===== src/hw/rtl/admm_soft_threshold_step_defines.svh =====
// Assertion macros for the ADMM soft-threshold block.
`ifndef ADMM_SOFT_THRESHOLD_STEP_DEFINES_SVH
`define ADMM_SOFT_THRESHOLD_STEP_DEFINES_SVH

`ifndef ASSERT_OFF

// cond must hold at every clock edge out of reset
`define ASSERT_HOLDS(label, clk, rst, cond) \
   label: assert property (@(posedge clk) disable iff (rst) (cond)) \
      else $error("admm_st: invariant violated");

// post must hold in the same cycle as pre
`define ASSERT_IMPLIES(label, clk, rst, pre, post) \
   label: assert property (@(posedge clk) disable iff (rst) (pre) |-> (post)) \
      else $error("admm_st: implication violated");

// post must hold in the cycle after pre
`define ASSERT_NEXT(label, clk, rst, pre, post) \
   label: assert property (@(posedge clk) disable iff (rst) (pre) |=> (post)) \
      else $error("admm_st: next-cycle check violated");

`else

`define ASSERT_HOLDS(label, clk, rst, cond)
`define ASSERT_IMPLIES(label, clk, rst, pre, post)
`define ASSERT_NEXT(label, clk, rst, pre, post)

`endif

`endif


===== src/hw/rtl/admm_st_pkg.sv =====
// Shared types, constants and saturation helpers for the ADMM soft-threshold block.
`timescale 1ns / 1ps

package admm_st_pkg;

   // number format
   localparam int FRAC_BITS   = 16;
   localparam int VALUE_WIDTH = 32;

   // fixed field widths
   localparam int DATA_W   = 32;
   localparam int THR_W    = 31;
   localparam int SUM_W    = 64;
   localparam int NUM_SUMS = 5;

   // working width: wide enough for any sum or difference of two values
   localparam int EXT_W  = ((VALUE_WIDTH > DATA_W) ? VALUE_WIDTH : DATA_W) + 2;
   localparam int PROD_W = 2 * VALUE_WIDTH;
   localparam int WIDE_W = PROD_W + SUM_W;

   // square realignment to 32 fraction bits
   localparam int SQ_RSH = (2 * FRAC_BITS >= 32) ? (2 * FRAC_BITS - 32) : 0;
   localparam int SQ_LSH = (2 * FRAC_BITS < 32) ? (32 - 2 * FRAC_BITS) : 0;

   // sum slots
   localparam int SUM_PRIMAL = 0;
   localparam int SUM_CHANGE = 1;
   localparam int SUM_COEF   = 2;
   localparam int SUM_SPLIT  = 3;
   localparam int SUM_DUAL   = 4;

   // register map
   localparam int CSR_IDX_W = 8;
   localparam logic [CSR_IDX_W-1:0] CSR_THRESHOLD   = CSR_IDX_W'(0);
   localparam logic [CSR_IDX_W-1:0] CSR_RESIDUAL_EN = CSR_IDX_W'(1);

   typedef logic signed [VALUE_WIDTH-1:0] value_type;
   typedef logic signed [EXT_W-1:0]       ext_type;
   typedef logic [VALUE_WIDTH-1:0]        mag_type;
   typedef logic [SUM_W-1:0]              sum_type;
   typedef logic [NUM_SUMS-1:0][VALUE_WIDTH-1:0] mags_type;
   typedef logic [NUM_SUMS-1:0][SUM_W-1:0]       sums_type;

   // result of the proximal / dual stage
   typedef struct packed {
      value_type split;
      value_type dual;
      mags_type  mags;
   } prox_type;

   // accumulator control for one result transaction
   typedef struct packed {
      logic load;
      logic first;
      logic enable;
   } acc_ctl_type;

   localparam ext_type VAL_MAX = ext_type'({1'b0, {(VALUE_WIDTH-1){1'b1}}});
   localparam ext_type VAL_MIN = -VAL_MAX - ext_type'(1);

   function automatic value_type sat_value(input ext_type v);
      value_type r;
      if (v > VAL_MAX) begin
         r = VAL_MAX[VALUE_WIDTH-1:0];
      end else if (v < VAL_MIN) begin
         r = VAL_MIN[VALUE_WIDTH-1:0];
      end else begin
         r = v[VALUE_WIDTH-1:0];
      end
      return r;
   endfunction

   function automatic ext_type widen(input value_type v);
      return ext_type'(v);
   endfunction

   function automatic mag_type magnitude(input value_type v);
      value_type n;
      n = -v;
      return v[VALUE_WIDTH-1] ? mag_type'(n) : mag_type'(v);
   endfunction

endpackage


===== src/hw/rtl/admm_st_square.sv =====
// Squarer: magnitude squared, realigned to Q32.32 and saturated to 64 bits.
`timescale 1ns / 1ps

module admm_st_square (
   input  admm_st_pkg::mag_type mag,
   output admm_st_pkg::sum_type square
);

   logic [admm_st_pkg::PROD_W-1:0] prod;
   logic [admm_st_pkg::WIDE_W-1:0] wide;

   always_comb begin
      prod = mag * mag;
      wide = (admm_st_pkg::WIDE_W'(prod) >> admm_st_pkg::SQ_RSH) << admm_st_pkg::SQ_LSH;
      if (|wide[admm_st_pkg::WIDE_W-1:admm_st_pkg::SUM_W]) begin
         square = '1;
      end else begin
         square = wide[admm_st_pkg::SUM_W-1:0];
      end
   end

endmodule


===== config.mk =====
export PLATFORM = sky130hd
export DESIGN_NAME = admm_st_square
export DESIGN_NICKNAME = d
export VERILOG_FILES = /design/src/hw/rtl/admm_soft_threshold_step_defines.svh /design/src/hw/rtl/admm_st_pkg.sv /design/src/hw/rtl/admm_st_square.sv
export SDC_FILE = /design/constraint.sdc
export NUM_CORES = 2
export LEC_CHECK = 0
export ABC_CLOCK_PERIOD_IN_PS = 33500
export BUFFER_PORTS_ARGS = -buffer_cell sky130_fd_sc_hd__buf_4
export CORE_MARGIN = 3
export CORE_UTILIZATION = 45
export DETAILED_ROUTE_END_ITERATION = 8
export SLEW_MARGIN = 20
export SYNTH_ARGS = -nofsm -noshare
export SYNTH_HDL_FRONTEND = slang
export SYNTH_SLANG_ARGS = --single-unit

===== constraint.sdc =====
create_clock -name vclk -period 33.5
set_input_delay 6.7 -clock vclk [all_inputs]
set_output_delay 6.7 -clock vclk [all_outputs]
set_load 0.1 [all_outputs]

==> flow_summary.ini <==
[timing]
worstMarginPinSlew_ps = 1160
finalCriticalPeriod_ps = 22170
drv_slew = 0
rsz0062_at_grt = false
timing.hold.ws_ps = 13960
max_freq_ghz = 0.0451
fin_ws_ps = 11330
period_share = 0.662
finalSetupViolations = 0
slew-limit-headroom = 0.220
fin_tns_setup_ps = 0
report.final.hold_viol_count = 0

[die]
dieArea_um2 = 68800
fp.coreArea_um2 = 64700
die_w_um = 262
placementRows = 93
fp.dieH_um = 262
pin_count = 96
start_util = 0.457

[logic_synthesis]
yosysMostFrequentCell = inv_1
syn_avg_cell_area_um2 = 9.25
synth_nets = 4319
synth.top_cell.area_share = 0.537
synth.cells.most_frequent = inv_1 (964), fa_1 (792), ha_1 (299)
synth_area_leaders = fa_1 (54%), ha_1 (13%), inv_1 (12%)
netlist_area_um2 = 29500
synth_cell_types = 59
synth_top_cell_by_area = fa_1
yosysWarnings = 0
synth_seq_area_share = 0
synthCells = 3196

[grt]
grt_max_degree = 41
grt_pass1_vias = 22631
grt_first_pass_wirelength_mm = 126
grt_use_total = 0.232
antenna_found_initial = 1
grt_overflow = 0

[final_layout]
seq_area_um2 = 0
syn2layout_area_growth_pct = 4.41
flops_and_latches = 0
n_fill_cell = 6363
nClkBuffers = 0
multi_input_area_um2 = 25400
drive_gt1_frac = 0.0386
fin_nets = 4289

[drt]
viasPerCell = 4.97
first_iter_violations = 894
vias = 20002
wirelength_mm = 76.4
ant_nets = 0
route.detailed.drc = 0
wl_per_cell_um = 19.0
first_pass_iters = 5

[setup_path]
worstPathMaxFanout = 29
start_kind = input port
crit_required_ps = 26800
criticalPathCategory = in2out
cp.arrival_ps = 15470
end_kind = primary output

[placement]
gp_congestion = 0.903
dp_slack_ps = 11450
port_buffers = 95
dp_hpwl_mm = 62.6

[clock_network]
post-cts-setup-buffers = 0
hold_buffers = 0
ctsResizeCount = 0

[flow_run]
max_cap_viol_count = 0

[worst_hold_path]
hold_class = in2out

[outcome]
outcome = completed
through the flow:
step                 util  area [um^2]  cells
floorplan               -        29500   3196
global placement    0.477        30800   4019
detailed placement  0.477        30800   4019
CTS                 0.477        30800   4019
global route        0.477        30800   4020
finish              0.477        30900   4021
per-layer routing:
layer  GRT usage  wire length, um  part of all wire
met5           0                9           0.00012
met4      0.0352             1390             0.018
met3      0.0313             4580             0.060
met2       0.406            38300              0.50
met1       0.313            32100              0.42
cell type report:
cell class,instances,area share
multi-input cells,2105,0.825
inverters,964,0.117
well taps,855,0.0347
repair buffers,95,0.0231
diodes,2,0.000162
cell usage in the layout (no fill, tap or decap), types with 10 or more instances in the layout:
cell type / Yosys / layout
a21o_1: 37 / 37
a21oi_1: 73 / 73
a31o_2: 12 / 12
a31oi_1: 12 / 12
and2_1: 244 / 244
and3_1: 11 / 11
buf_4: 2 / 95
fa_1: 792 / 792
ha_1: 299 / 299
inv_1: 964 / 964
nand2_1: 291 / 291
nand3_1: 10 / 10
nand4_1: 19 / 19
nor2_1: 56 / 56
nor2b_1: 10 / 10
o21a_1: 10 / 10
o21ai_0: 34 / 34
o21bai_1: 13 / 13
xnor2_1: 55 / 55
xor2_1: 48 / 48
worst paths after layout:
| check | from | endpoint | slack [ps] | cells after the start |
|---|---|---|---|---|
| worst max-delay path | mag[9] | square[58] | 11330 | 24 |
| worst min-delay path | mag[0] | square[0] | 13960 | 2 |
worst max-delay path, cell delays in order:
cell     delay, ps
buf_4          460
inv_1          330
nor2_1         330
fa_1           490
fa_1           560
inv_1           60
fa_1           490
fa_1           530
inv_1           60
fa_1           550
fa_1           450
fa_1           550
fa_1           430
ha_1           450
nand2_1         90
o21ai_1        290
nor4_1         110
o21ai_1        120
a21oi_1        210
o41ai_2       1030
a31oi_1        410
o21ai_1        260
xor2_1         170
buf_4          310
kinds of logic after synthesis:
kind of cell	share of synthesized area
AOI/OAI and AO/OA	0.0547
xor gates and xnor gates	0.0305
adders and majority gates	0.663
buffers and inverters	0.139
muxes	0.00106
other	0.000127
and+or+nand+nor	0.112
