===== src/hw/rtl/admm_soft_threshold_step_defines.svh =====
// Assertion macros for the ADMM soft-threshold block.
`ifndef ADMM_SOFT_THRESHOLD_STEP_DEFINES_SVH
`define ADMM_SOFT_THRESHOLD_STEP_DEFINES_SVH

`ifndef ASSERT_OFF

// cond must hold at every clock edge out of reset
`define ASSERT_HOLDS(label, clk, rst, cond) \
   label: assert property (@(posedge clk) disable iff (rst) (cond)) \
      else $error("admm_st: invariant violated");

// post must hold in the same cycle as pre
`define ASSERT_IMPLIES(label, clk, rst, pre, post) \
   label: assert property (@(posedge clk) disable iff (rst) (pre) |-> (post)) \
      else $error("admm_st: implication violated");

// post must hold in the cycle after pre
`define ASSERT_NEXT(label, clk, rst, pre, post) \
   label: assert property (@(posedge clk) disable iff (rst) (pre) |=> (post)) \
      else $error("admm_st: next-cycle check violated");

`else

`define ASSERT_HOLDS(label, clk, rst, cond)
`define ASSERT_IMPLIES(label, clk, rst, pre, post)
`define ASSERT_NEXT(label, clk, rst, pre, post)

`endif

`endif


===== src/hw/rtl/admm_st_pkg.sv =====
// Shared types, constants and saturation helpers for the ADMM soft-threshold block.
`timescale 1ns / 1ps

package admm_st_pkg;

   // number format
   localparam int FRAC_BITS   = 16;
   localparam int VALUE_WIDTH = 32;

   // fixed field widths
   localparam int DATA_W   = 32;
   localparam int THR_W    = 31;
   localparam int SUM_W    = 64;
   localparam int NUM_SUMS = 5;

   // working width: wide enough for any sum or difference of two values
   localparam int EXT_W  = ((VALUE_WIDTH > DATA_W) ? VALUE_WIDTH : DATA_W) + 2;
   localparam int PROD_W = 2 * VALUE_WIDTH;
   localparam int WIDE_W = PROD_W + SUM_W;

   // square realignment to 32 fraction bits
   localparam int SQ_RSH = (2 * FRAC_BITS >= 32) ? (2 * FRAC_BITS - 32) : 0;
   localparam int SQ_LSH = (2 * FRAC_BITS < 32) ? (32 - 2 * FRAC_BITS) : 0;

   // sum slots
   localparam int SUM_PRIMAL = 0;
   localparam int SUM_CHANGE = 1;
   localparam int SUM_COEF   = 2;
   localparam int SUM_SPLIT  = 3;
   localparam int SUM_DUAL   = 4;

   // register map
   localparam int CSR_IDX_W = 8;
   localparam logic [CSR_IDX_W-1:0] CSR_THRESHOLD   = CSR_IDX_W'(0);
   localparam logic [CSR_IDX_W-1:0] CSR_RESIDUAL_EN = CSR_IDX_W'(1);

   typedef logic signed [VALUE_WIDTH-1:0] value_type;
   typedef logic signed [EXT_W-1:0]       ext_type;
   typedef logic [VALUE_WIDTH-1:0]        mag_type;
   typedef logic [SUM_W-1:0]              sum_type;
   typedef logic [NUM_SUMS-1:0][VALUE_WIDTH-1:0] mags_type;
   typedef logic [NUM_SUMS-1:0][SUM_W-1:0]       sums_type;

   // result of the proximal / dual stage
   typedef struct packed {
      value_type split;
      value_type dual;
      mags_type  mags;
   } prox_type;

   // accumulator control for one result transaction
   typedef struct packed {
      logic load;
      logic first;
      logic enable;
   } acc_ctl_type;

   localparam ext_type VAL_MAX = ext_type'({1'b0, {(VALUE_WIDTH-1){1'b1}}});
   localparam ext_type VAL_MIN = -VAL_MAX - ext_type'(1);

   function automatic value_type sat_value(input ext_type v);
      value_type r;
      if (v > VAL_MAX) begin
         r = VAL_MAX[VALUE_WIDTH-1:0];
      end else if (v < VAL_MIN) begin
         r = VAL_MIN[VALUE_WIDTH-1:0];
      end else begin
         r = v[VALUE_WIDTH-1:0];
      end
      return r;
   endfunction

   function automatic ext_type widen(input value_type v);
      return ext_type'(v);
   endfunction

   function automatic mag_type magnitude(input value_type v);
      value_type n;
      n = -v;
      return v[VALUE_WIDTH-1] ? mag_type'(n) : mag_type'(v);
   endfunction

endpackage


===== src/hw/rtl/admm_st_accum.sv =====
// Running sums of squares with first-element clear and saturating add.
`timescale 1ns / 1ps

module admm_st_accum (
   input  logic                   clock,
   input  logic                   reset,
   input  admm_st_pkg::acc_ctl_type ctl,
   input  admm_st_pkg::sums_type  squares,
   output admm_st_pkg::sums_type  sums
);

   admm_st_pkg::sums_type acc_ff;
   admm_st_pkg::sums_type acc_in;

   always_comb begin
      acc_in = acc_ff;
      for (int i = 0; i < admm_st_pkg::NUM_SUMS; i++) begin
         logic [admm_st_pkg::SUM_W:0] total;
         admm_st_pkg::sum_type        base;
         base  = ctl.first ? '0 : acc_ff[i];
         total = {1'b0, base} + {1'b0, squares[i]};
         if (ctl.load) begin
            if (ctl.enable) begin
               acc_in[i] = total[admm_st_pkg::SUM_W] ? '1 : total[admm_st_pkg::SUM_W-1:0];
            end else begin
               acc_in[i] = base;
            end
         end
      end
   end

   always_ff @(posedge clock) begin
      if (reset) begin
         acc_ff <= '0;
      end else begin
         acc_ff <= acc_in;
      end
   end

   assign sums = acc_ff;

endmodule


===== config.mk =====
export PLATFORM = sky130hd
export DESIGN_NAME = admm_st_accum
export DESIGN_NICKNAME = d
export VERILOG_FILES = /design/src/hw/rtl/admm_soft_threshold_step_defines.svh /design/src/hw/rtl/admm_st_pkg.sv /design/src/hw/rtl/admm_st_accum.sv
export SDC_FILE = /design/constraint.sdc
export NUM_CORES = 2
export LEC_CHECK = 0
export CORE_AREA = 2 2 253 255
export CTS_CLUSTER_DIAMETER = 30
export DETAILED_ROUTE_END_ITERATION = 8
export DIE_AREA = 0 0 255 257
export DONT_BUFFER_PORTS = 1
export GPL_ROUTABILITY_DRIVEN = 0
export HOLD_SLACK_MARGIN = 0.12
export PLACE_DENSITY = 0.71
export SLEW_MARGIN = 40
export SYNTH_ARGS = -nofsm -noshare
export SYNTH_HDL_FRONTEND = slang
export SYNTH_SLANG_ARGS = --single-unit

===== constraint.sdc =====
create_clock -name clock -period 10.7 [get_ports clock]
set_input_delay 0.535 -clock clock [delete_from_list [all_inputs] [get_ports clock]]
set_output_delay 0.535 -clock clock [all_outputs]
set_load 0.05 [all_outputs]

==> results_dict.tcl <==
set metrics [dict create \
    outcome "complete, no violations" \
    worst_clock_skew_ns 0.0320 \
    worst-slew-pin-transition_ns 0.873 \
    dp_hpwl_mm 88.3 \
    netlist.area_leader.share_pct 19.4 \
    clkSinkCount 320 \
    ant_nets 0 \
    clk_pin_slew_ns 0.05 \
    dieArea_sq_um 65500 \
    ys_types 98 \
    path_max_fanout 46 \
    setup_viol 0 \
    first_pass_iters 6 \
    portBuffers 0 \
    area_delta_synth_final_pct 10.4 \
    whs_ns 0.141 \
    ys_seq_elements 320 \
    std_cell_rows 92 \
    finalMaxSlewViolations 0 \
    initial_core_util_pct 52.7 \
    wl_per_cell_um 23.7 \
    hold_viol 0 \
    num_vias 35100 \
    die_w_um 255 \
    relSlewSlack_pct 41.8 \
    fin_crit_ns 4.67 \
    io_pins 645 \
    grt_pass1_vias 31900 \
    synthesis.nets 5178 \
    syn_area_per_cell_sq_um 7.31 \
    grt_max_degree 327 \
    max_stage_delay_ns 0.49 \
    end_kind "flop" \
    wirelength_mm 125 \
    clockRootBuffer "clkbuf_16" \
    yosysTopAreaCell "dfxtp_1" \
    fin_util_pct 58.2 \
    nets 5002 \
    crit_path_top_delay_cell "dfxtp_1" \
    powerDensity_nw_per_um2 153 \
    clk_latency_ns 0.64 \
    min_from "ctl[0]" \
    synth.yosys.seq_area_share_pct 19.4 \
    cts_tree "yes" \
    layout-drive-gt1-share_pct 5.40 \
    instances_no_fill 5293 \
    path_cells "nor2b_1, ha_1, fa_1, a211oi_1, o21ai_1, a31oi_2, a21oi_1, o311ai_2, a2111oi_2, o2111ai_1, o211ai_4, buf_4, nor4_1, nand3_1, nor3b_1" \
    postSynthCellCount 4528 \
    synth_area_sq_um 33100 \
    p_leak_nw 16.2 \
    cts_resized 0 \
    cp-start-kind "flop" \
    worstSetupPathType "flop to flop" \
    synth_edf_count 0 \
    core_area_sq_um 62700 \
    largest_reg_flops 320 \
    synth_top_cells_by_count "615 x a21oi_1, 553 x nand2_1, 349 x nor2b_1" \
    dp_cells 5093 \
    yosysMostFrequentCell "a21oi_1" \
    synth_ff_type "dfxtp_1" \
    htreeDepth 3 \
    irDropWorstVdd_v 0.000151 \
    drv_cap 0 \
    r2r_start "sums[0]" \
    arrival_ns 5.18 \
    dr.first_iter.drc_count 3155 \
    vias_per_cell 6.64 \
    max_freq_mhz 214 \
    worst_hold_path_type "input pin to flop" \
    clockBufferDepth 3 \
    drc 0 \
    grt_antenna_before_repair 20 \
    ys_top_cells_by_area "dfxtp_1 19%, ha_1 12%, a21oi_1 9.3%" \
    yosysWarnings 0 \
    rsz0062_at_grt "no" \
    cts_inserted_buffers 96 \
    grt_first_pass_wirelength_mm 189 \
    cp_data_required_time_ns 11.21 \
    grt_overflow 0 \
    fin_crit_sh_pct 43.7 \
    grtUsageTotal_pct 36.2 \
    die_h_um 257 \
    cts_setup_buffers 0 \
    cp-startpoint "sums[0]" \
    tns_ns 0 \
    critPathTopFamily "compound AO/OA/AOI/OAI gates" \
    cp_num_buf_inv 1 \
    synthArstFlopShare_pct 0 \
]
## worst register-to-register path, cell delays in order (launching register included)
cell,delay [ns]
dfxtp_1,0.49
nor2b_1,0.23
ha_1,0.27
fa_1,0.47
a211oi_1,0.34
o21ai_1,0.18
a31oi_2,0.33
a21oi_1,0.17
o311ai_2,0.36
a2111oi_2,0.16
o2111ai_1,0.37
o211ai_4,0.22
buf_4,0.35
nor4_1,0.35
nand3_1,0.11
nor3b_1,0.15
## through the flow
| step | instance area (sq um) | setup slack [ns] | power [mW] |
|---|---|---|---|
| finish | 36500 | 6.03 | 5.60 |
| global route | 36500 | 5.72 | 5.79 |
| CTS | 36400 | 6.06 | 5.58 |
| detailed placement | 33200 | 6.10 | 2.79 |
| global placement | 33200 | 6.17 | 2.78 |
| floorplan | 33100 | 6.18 | 2.56 |
## layout by cell type (no fill, tap or decap), types with 45 or more instances in the layout
cell and count:
ha_1 320, nand4_1 76, xnor2_1 161, nand3_1 75, a21oi_1 613, o21bai_1 69
a31oi_1 47, nor2b_1 349, a211oi_1 79, clkbuf_16 97, o21ai_0 221, nor3_1 45
a21o_1 243, inv_1 75, o221ai_1 104, dfxtp_1 318, nand2_1 551, o22ai_1 95
nor2_1 194, and3_1 51, xor2_1 127
## per-layer routing
metal,part of all wire (%),vias up,track usage (%)
li1,-,16400,-
met2,43,1822,54.4
met3,11,422,12.2
met4,5.9,12,19.3
met5,0.056,-,0
met1,40,16500,45.4
## logic make-up after synthesis
group / Yosys count / synth area share [%]
mux: 7 / 0.212
compound gates: 1747 / 34.1
flops: 320 / 19.4
xor+xnor: 288 / 7.62
simple gates: 1469 / 21.9
fa+ha+maj: 325 / 12.4
buf+inv: 372 / 4.42
## worst paths after layout
path,cells after the start,end,slack (ns)
worst max-delay path,15,sums[61],6.03
worst max register to register,15,sums[61],6.03
worst min-delay path,2,sums[66],0.14
worst min register to register,2,sums[38],0.67
## power breakdown
| group | total, mW | internal, mW | switching [mW] |
|---|---|---|---|
| clock | 2.77 | 1.91 | 0.862 |
| sequential | 1.71 | 1.29 | 0.424 |
| combinational | 1.12 | 0.442 | 0.680 |
## layout make-up
class	count	area, sq um
Fill cell	5897	26200
Multi-Input combinational cell	3836	25300
Sequential cell	320	6410
Clock buffer	138	2800
Tap cell	846	1060
Clock inverter	35	353
Inverter	77	297
Timing Repair Buffer	21	219
Antenna cell	20	50.0
## what timing repair did
| item | in CTS | in global routing |
|---|---|---|
| hold endpoints to repair | 232 | 0 |
| endpoints found under the setup margin | 0 | 0 |
| hold buffers | 6 | 0 |
Power figures use the tool's default switching activity.
