`config.mk`:
```
export PLATFORM = sky130hd
export DESIGN_NAME = admm_st_prox
export DESIGN_NICKNAME = d
export VERILOG_FILES = /design/src/hw/rtl/admm_soft_threshold_step_defines.svh /design/src/hw/rtl/admm_st_pkg.sv /design/src/hw/rtl/admm_st_prox.sv
export SDC_FILE = /design/constraint.sdc
export NUM_CORES = 1
export LEC_CHECK = 0
export BUFFER_PORTS_ARGS = -buffer_cell sky130_fd_sc_hd__buf_2
export CORE_MARGIN = 2
export CORE_UTILIZATION = 40
export DETAILED_ROUTE_END_ITERATION = 12
export GPL_ROUTABILITY_DRIVEN = 0
export PLACE_DENSITY_LB_ADDON = 0.1
export SLEW_MARGIN = 20
export SYNTH_ARGS = -nofsm -noshare
export SYNTH_HDL_FRONTEND = slang
export SYNTH_SLANG_ARGS = --single-unit
```
`constraint.sdc`:
```
create_clock -name vclk -period 60.9
set_input_delay 18.27 -clock vclk [all_inputs]
set_output_delay 18.27 -clock vclk [all_outputs]
set_load 0.005 [all_outputs]
```
`src/hw/rtl/admm_soft_threshold_step_defines.svh`:
```
// Assertion macros for the ADMM soft-threshold block.
`ifndef ADMM_SOFT_THRESHOLD_STEP_DEFINES_SVH
`define ADMM_SOFT_THRESHOLD_STEP_DEFINES_SVH

`ifndef ASSERT_OFF

// cond must hold at every clock edge out of reset
`define ASSERT_HOLDS(label, clk, rst, cond) \
   label: assert property (@(posedge clk) disable iff (rst) (cond)) \
      else $error("admm_st: invariant violated");

// post must hold in the same cycle as pre
`define ASSERT_IMPLIES(label, clk, rst, pre, post) \
   label: assert property (@(posedge clk) disable iff (rst) (pre) |-> (post)) \
      else $error("admm_st: implication violated");

// post must hold in the cycle after pre
`define ASSERT_NEXT(label, clk, rst, pre, post) \
   label: assert property (@(posedge clk) disable iff (rst) (pre) |=> (post)) \
      else $error("admm_st: next-cycle check violated");

`else

`define ASSERT_HOLDS(label, clk, rst, cond)
`define ASSERT_IMPLIES(label, clk, rst, pre, post)
`define ASSERT_NEXT(label, clk, rst, pre, post)

`endif

`endif

```
`src/hw/rtl/admm_st_pkg.sv`:
```
// Shared types, constants and saturation helpers for the ADMM soft-threshold block.
`timescale 1ns / 1ps

package admm_st_pkg;

   // number format
   localparam int FRAC_BITS   = 16;
   localparam int VALUE_WIDTH = 32;

   // fixed field widths
   localparam int DATA_W   = 32;
   localparam int THR_W    = 31;
   localparam int SUM_W    = 64;
   localparam int NUM_SUMS = 5;

   // working width: wide enough for any sum or difference of two values
   localparam int EXT_W  = ((VALUE_WIDTH > DATA_W) ? VALUE_WIDTH : DATA_W) + 2;
   localparam int PROD_W = 2 * VALUE_WIDTH;
   localparam int WIDE_W = PROD_W + SUM_W;

   // square realignment to 32 fraction bits
   localparam int SQ_RSH = (2 * FRAC_BITS >= 32) ? (2 * FRAC_BITS - 32) : 0;
   localparam int SQ_LSH = (2 * FRAC_BITS < 32) ? (32 - 2 * FRAC_BITS) : 0;

   // sum slots
   localparam int SUM_PRIMAL = 0;
   localparam int SUM_CHANGE = 1;
   localparam int SUM_COEF   = 2;
   localparam int SUM_SPLIT  = 3;
   localparam int SUM_DUAL   = 4;

   // register map
   localparam int CSR_IDX_W = 8;
   localparam logic [CSR_IDX_W-1:0] CSR_THRESHOLD   = CSR_IDX_W'(0);
   localparam logic [CSR_IDX_W-1:0] CSR_RESIDUAL_EN = CSR_IDX_W'(1);

   typedef logic signed [VALUE_WIDTH-1:0] value_type;
   typedef logic signed [EXT_W-1:0]       ext_type;
   typedef logic [VALUE_WIDTH-1:0]        mag_type;
   typedef logic [SUM_W-1:0]              sum_type;
   typedef logic [NUM_SUMS-1:0][VALUE_WIDTH-1:0] mags_type;
   typedef logic [NUM_SUMS-1:0][SUM_W-1:0]       sums_type;

   // result of the proximal / dual stage
   typedef struct packed {
      value_type split;
      value_type dual;
      mags_type  mags;
   } prox_type;

   // accumulator control for one result transaction
   typedef struct packed {
      logic load;
      logic first;
      logic enable;
   } acc_ctl_type;

   localparam ext_type VAL_MAX = ext_type'({1'b0, {(VALUE_WIDTH-1){1'b1}}});
   localparam ext_type VAL_MIN = -VAL_MAX - ext_type'(1);

   function automatic value_type sat_value(input ext_type v);
      value_type r;
      if (v > VAL_MAX) begin
         r = VAL_MAX[VALUE_WIDTH-1:0];
      end else if (v < VAL_MIN) begin
         r = VAL_MIN[VALUE_WIDTH-1:0];
      end else begin
         r = v[VALUE_WIDTH-1:0];
      end
      return r;
   endfunction

   function automatic ext_type widen(input value_type v);
      return ext_type'(v);
   endfunction

   function automatic mag_type magnitude(input value_type v);
      value_type n;
      n = -v;
      return v[VALUE_WIDTH-1] ? mag_type'(n) : mag_type'(v);
   endfunction

endpackage

```
`src/hw/rtl/admm_st_prox.sv`:
```
// Proximal step: w, soft threshold, new dual, residual differences and magnitudes.
`timescale 1ns / 1ps

module admm_st_prox (
   input  logic signed [admm_st_pkg::DATA_W-1:0] coef_value,
   input  logic signed [admm_st_pkg::DATA_W-1:0] prev_split,
   input  logic signed [admm_st_pkg::DATA_W-1:0] prev_dual,
   input  logic [admm_st_pkg::THR_W-1:0]         shrink_threshold,
   output admm_st_pkg::prox_type                 prox
);

   admm_st_pkg::value_type coef;
   admm_st_pkg::value_type old_split;
   admm_st_pkg::value_type old_dual;
   admm_st_pkg::value_type w;
   admm_st_pkg::value_type split;
   admm_st_pkg::value_type dual;
   admm_st_pkg::value_type primal_diff;
   admm_st_pkg::value_type change_diff;
   admm_st_pkg::ext_type   thr_ext;
   admm_st_pkg::ext_type   w_ext;
   admm_st_pkg::ext_type   split_ext;

   always_comb begin
      coef      = admm_st_pkg::sat_value(admm_st_pkg::ext_type'(coef_value));
      old_split = admm_st_pkg::sat_value(admm_st_pkg::ext_type'(prev_split));
      old_dual  = admm_st_pkg::sat_value(admm_st_pkg::ext_type'(prev_dual));

      w       = admm_st_pkg::sat_value(admm_st_pkg::widen(coef) + admm_st_pkg::widen(old_dual));
      w_ext   = admm_st_pkg::widen(w);
      thr_ext = admm_st_pkg::ext_type'({1'b0, shrink_threshold});

      // shrink toward zero; magnitude never grows so the result fits
      priority if (w_ext > thr_ext) begin
         split_ext = w_ext - thr_ext;
      end else if (w_ext < -thr_ext) begin
         split_ext = w_ext + thr_ext;
      end else begin
         split_ext = '0;
      end
      split = split_ext[admm_st_pkg::VALUE_WIDTH-1:0];

      dual        = admm_st_pkg::sat_value(w_ext - split_ext);
      primal_diff = admm_st_pkg::sat_value(admm_st_pkg::widen(coef) - split_ext);
      change_diff = admm_st_pkg::sat_value(split_ext - admm_st_pkg::widen(old_split));

      prox.split = split;
      prox.dual  = dual;
      prox.mags[admm_st_pkg::SUM_PRIMAL] = admm_st_pkg::magnitude(primal_diff);
      prox.mags[admm_st_pkg::SUM_CHANGE] = admm_st_pkg::magnitude(change_diff);
      prox.mags[admm_st_pkg::SUM_COEF]   = admm_st_pkg::magnitude(coef);
      prox.mags[admm_st_pkg::SUM_SPLIT]  = admm_st_pkg::magnitude(split);
      prox.mags[admm_st_pkg::SUM_DUAL]   = admm_st_pkg::magnitude(dual);
   end

endmodule

```
==> results.md <==
- Post-synthesis sequential area ratio: 0%
- Layout cell share with drive strength beyond 1: approximately 14%
- Slowest-stage cell, CP: mux2i_1
- Status: complete, no violations
- Synth-to-Final Area Change: 10.9%
- Port bufs: ~350
- Arrival time worst endpoint: 32240 ps
- Row Count: 80
- Pwr/cell area: 73.1 mW/mm^2
- Pre-antenna DRT Iters: 9
- Peak supply drop: 0.0408 mV
- Hold buffer count at cts: 0
- Relative slew margins: 19.8%
- Fin crit share: 82.9%
- Initial antenna violation count: 9
- Die Wd: approximately 220 um
- Most frequent cells in the layout: buf_2, a21oi_1, nand2_1
- Full die area: 0.0500 sq mm
- Post-Synthesis Cell Area: roughly 0.019 sq mm
- Cells after Synth: approximately 3000
- Core area: 0.0476 sq mm
- Largest cells by area after synthesis: ha_1, xnor2_1, a21oi_1, nand2_1, o21ai_0
- First-pass GRT wire length: 131000 um
- Storage cell area: 0 sq um
- Wire per inst: 22.5 um
- Final Hold Violating Endpoints: 0
- Vias per std cell: 6.36
- Post-route total power: 1.56 mW
- Setup_tns: 0 ps
- Io pins: roughly 350
- Area leader, netlist: ha_1
- Largest net degree at the start of global routing: between 50 and 60
- Sequential cell count: 0
- Total GRT Usage: 32.6%
- 1st-iter DRT viols: approximately 2600
- Dpl ws: 10850 ps
- WL final: 86500 um
- Setup bufs post-CTS: 0
- Leak pwr: 9.59 nW
- Clock buffers: 0
- Die height: between 200 and 250 um
- Initial Utilization: 40.4%
- Kind of start point of the critical path: input port
- Yosys top cell area share: between 10% and 20%
- Synth Net Count: about 3400
- F_max: 19.8 MHz
- DRT antenna net count: 0
- Number of distinct library cells after synthesis: 107
- Ys Warns: 0
- Max-cap violations: 0
- CP Capture Type: primary output
- Post-Syn Area per Cell: 6.35 sq um
- Required time worst endpoint: between 40000 and 50000 ps
- Finish-stage setup viols: 0
- Vias in the first global route: between 20000 and 25000
- Least-Margin Pin Slew: 1200 ps
- Final net count: 3589
- Filler instances: 5163
- CP max stage delay: 780 ps
- Dpl hpwl: 71600 um
- DRC: 0
- HP Class: in -> out
- Multi-input logic area: 0.0178 sq mm
- Tmin final: a little over 50000 ps
- Dpl cells: 3849
- RSZ-0062 raised after global routing: false
- Post-CTS sizing: 0
- Total gr overflow: 0
- Final Max Slew Viols: 0
- Most common cell after layout, fill and taps aside: buf_2
- Crit path kind: in -> out
- Crit-path max FO: 55
- Post-Layout Cell Count: 3852
- PnR worst setup slack: around 10000 ps
- Routed via count: 24500
## power by group
part / internal, mW / switching, mW / total, mW
logic: 0.574 / 0.988 / 1.56
clock network: 0.00000000659 / 0 / 0.00000000661
registers: 0 / 0 / 0
## per-layer routing
layer	track usage [%]	wire [um]	up-vias
li1	-	-	11500
met1	43.3	36300	11400
met2	52.7	37800	1253
met3	4.19	7900	244
met4	14.5	4430	8
met5	0	44	-
## synth_stat cells, types with 38 or more instances
master	number
clkbuf_1	163
nor3_1	84
nand2_1	286
nor2b_1	44
o21ai_0	208
nor2_1	255
ha_1	221
a21o_1	102
o31ai_1	38
nand3_1	74
a21oi_1	328
a211oi_1	40
xnor2_1	189
inv_1	185
o21bai_1	39
xor2_1	61
nand2b_1	43
## area by class of cell
cell class         instances  share of cell area (%)
multi-input cells       2655                    83.5
diodes                     3                  0.0351
inverters                189                    3.32
well taps                615                    3.60
repair buffers           390                    9.59
## stage by stage
stage / cell area, sq um / hold WS (ps) / utilization, %
4_1_cts: 21400 / 36760 / 44.8
6_report: 21400 / 36750 / 44.9
3_3_place_gp: 21400 / 36750 / 44.8
2_1_floorplan: 19300 / 36570 / -
5_1_grt: 21400 / 36770 / 44.9
3_5_place_dp: 21400 / 36750 / 44.8
## cell families (layout without fill, tap and decap cells)
kind of cell             count (synthesis)  in the layout  synth area share [%]
AO/OA/AOI/OAI                         1093           1093                  37.1
other                                    0              3                     0
XOR/XNOR                               250            250                  11.4
multiplexers                            30             30                  1.63
AND/OR/NAND/NOR                       1047           1047                  26.9
adder cells (fa/ha/maj)                235            235                  15.3
buffers and inverters                  382            579                  7.64
## critical path: cells and delay by family
family          cells  cell delay (ps)
mux                 3             1490
fa+ha+maj           4             1730
simple gates       10             3130
compound gates     21             5600
buf+inv             8             1960
## final timing paths
path / from / endpoint / slack [ps] / cells past startpoint
hold / removal: coef_value[0] / prox[64] / 36750 / 2
setup / recovery: coef_value[27] / prox[24] / 10390 / 46
(Power assumes the default switching activity.)
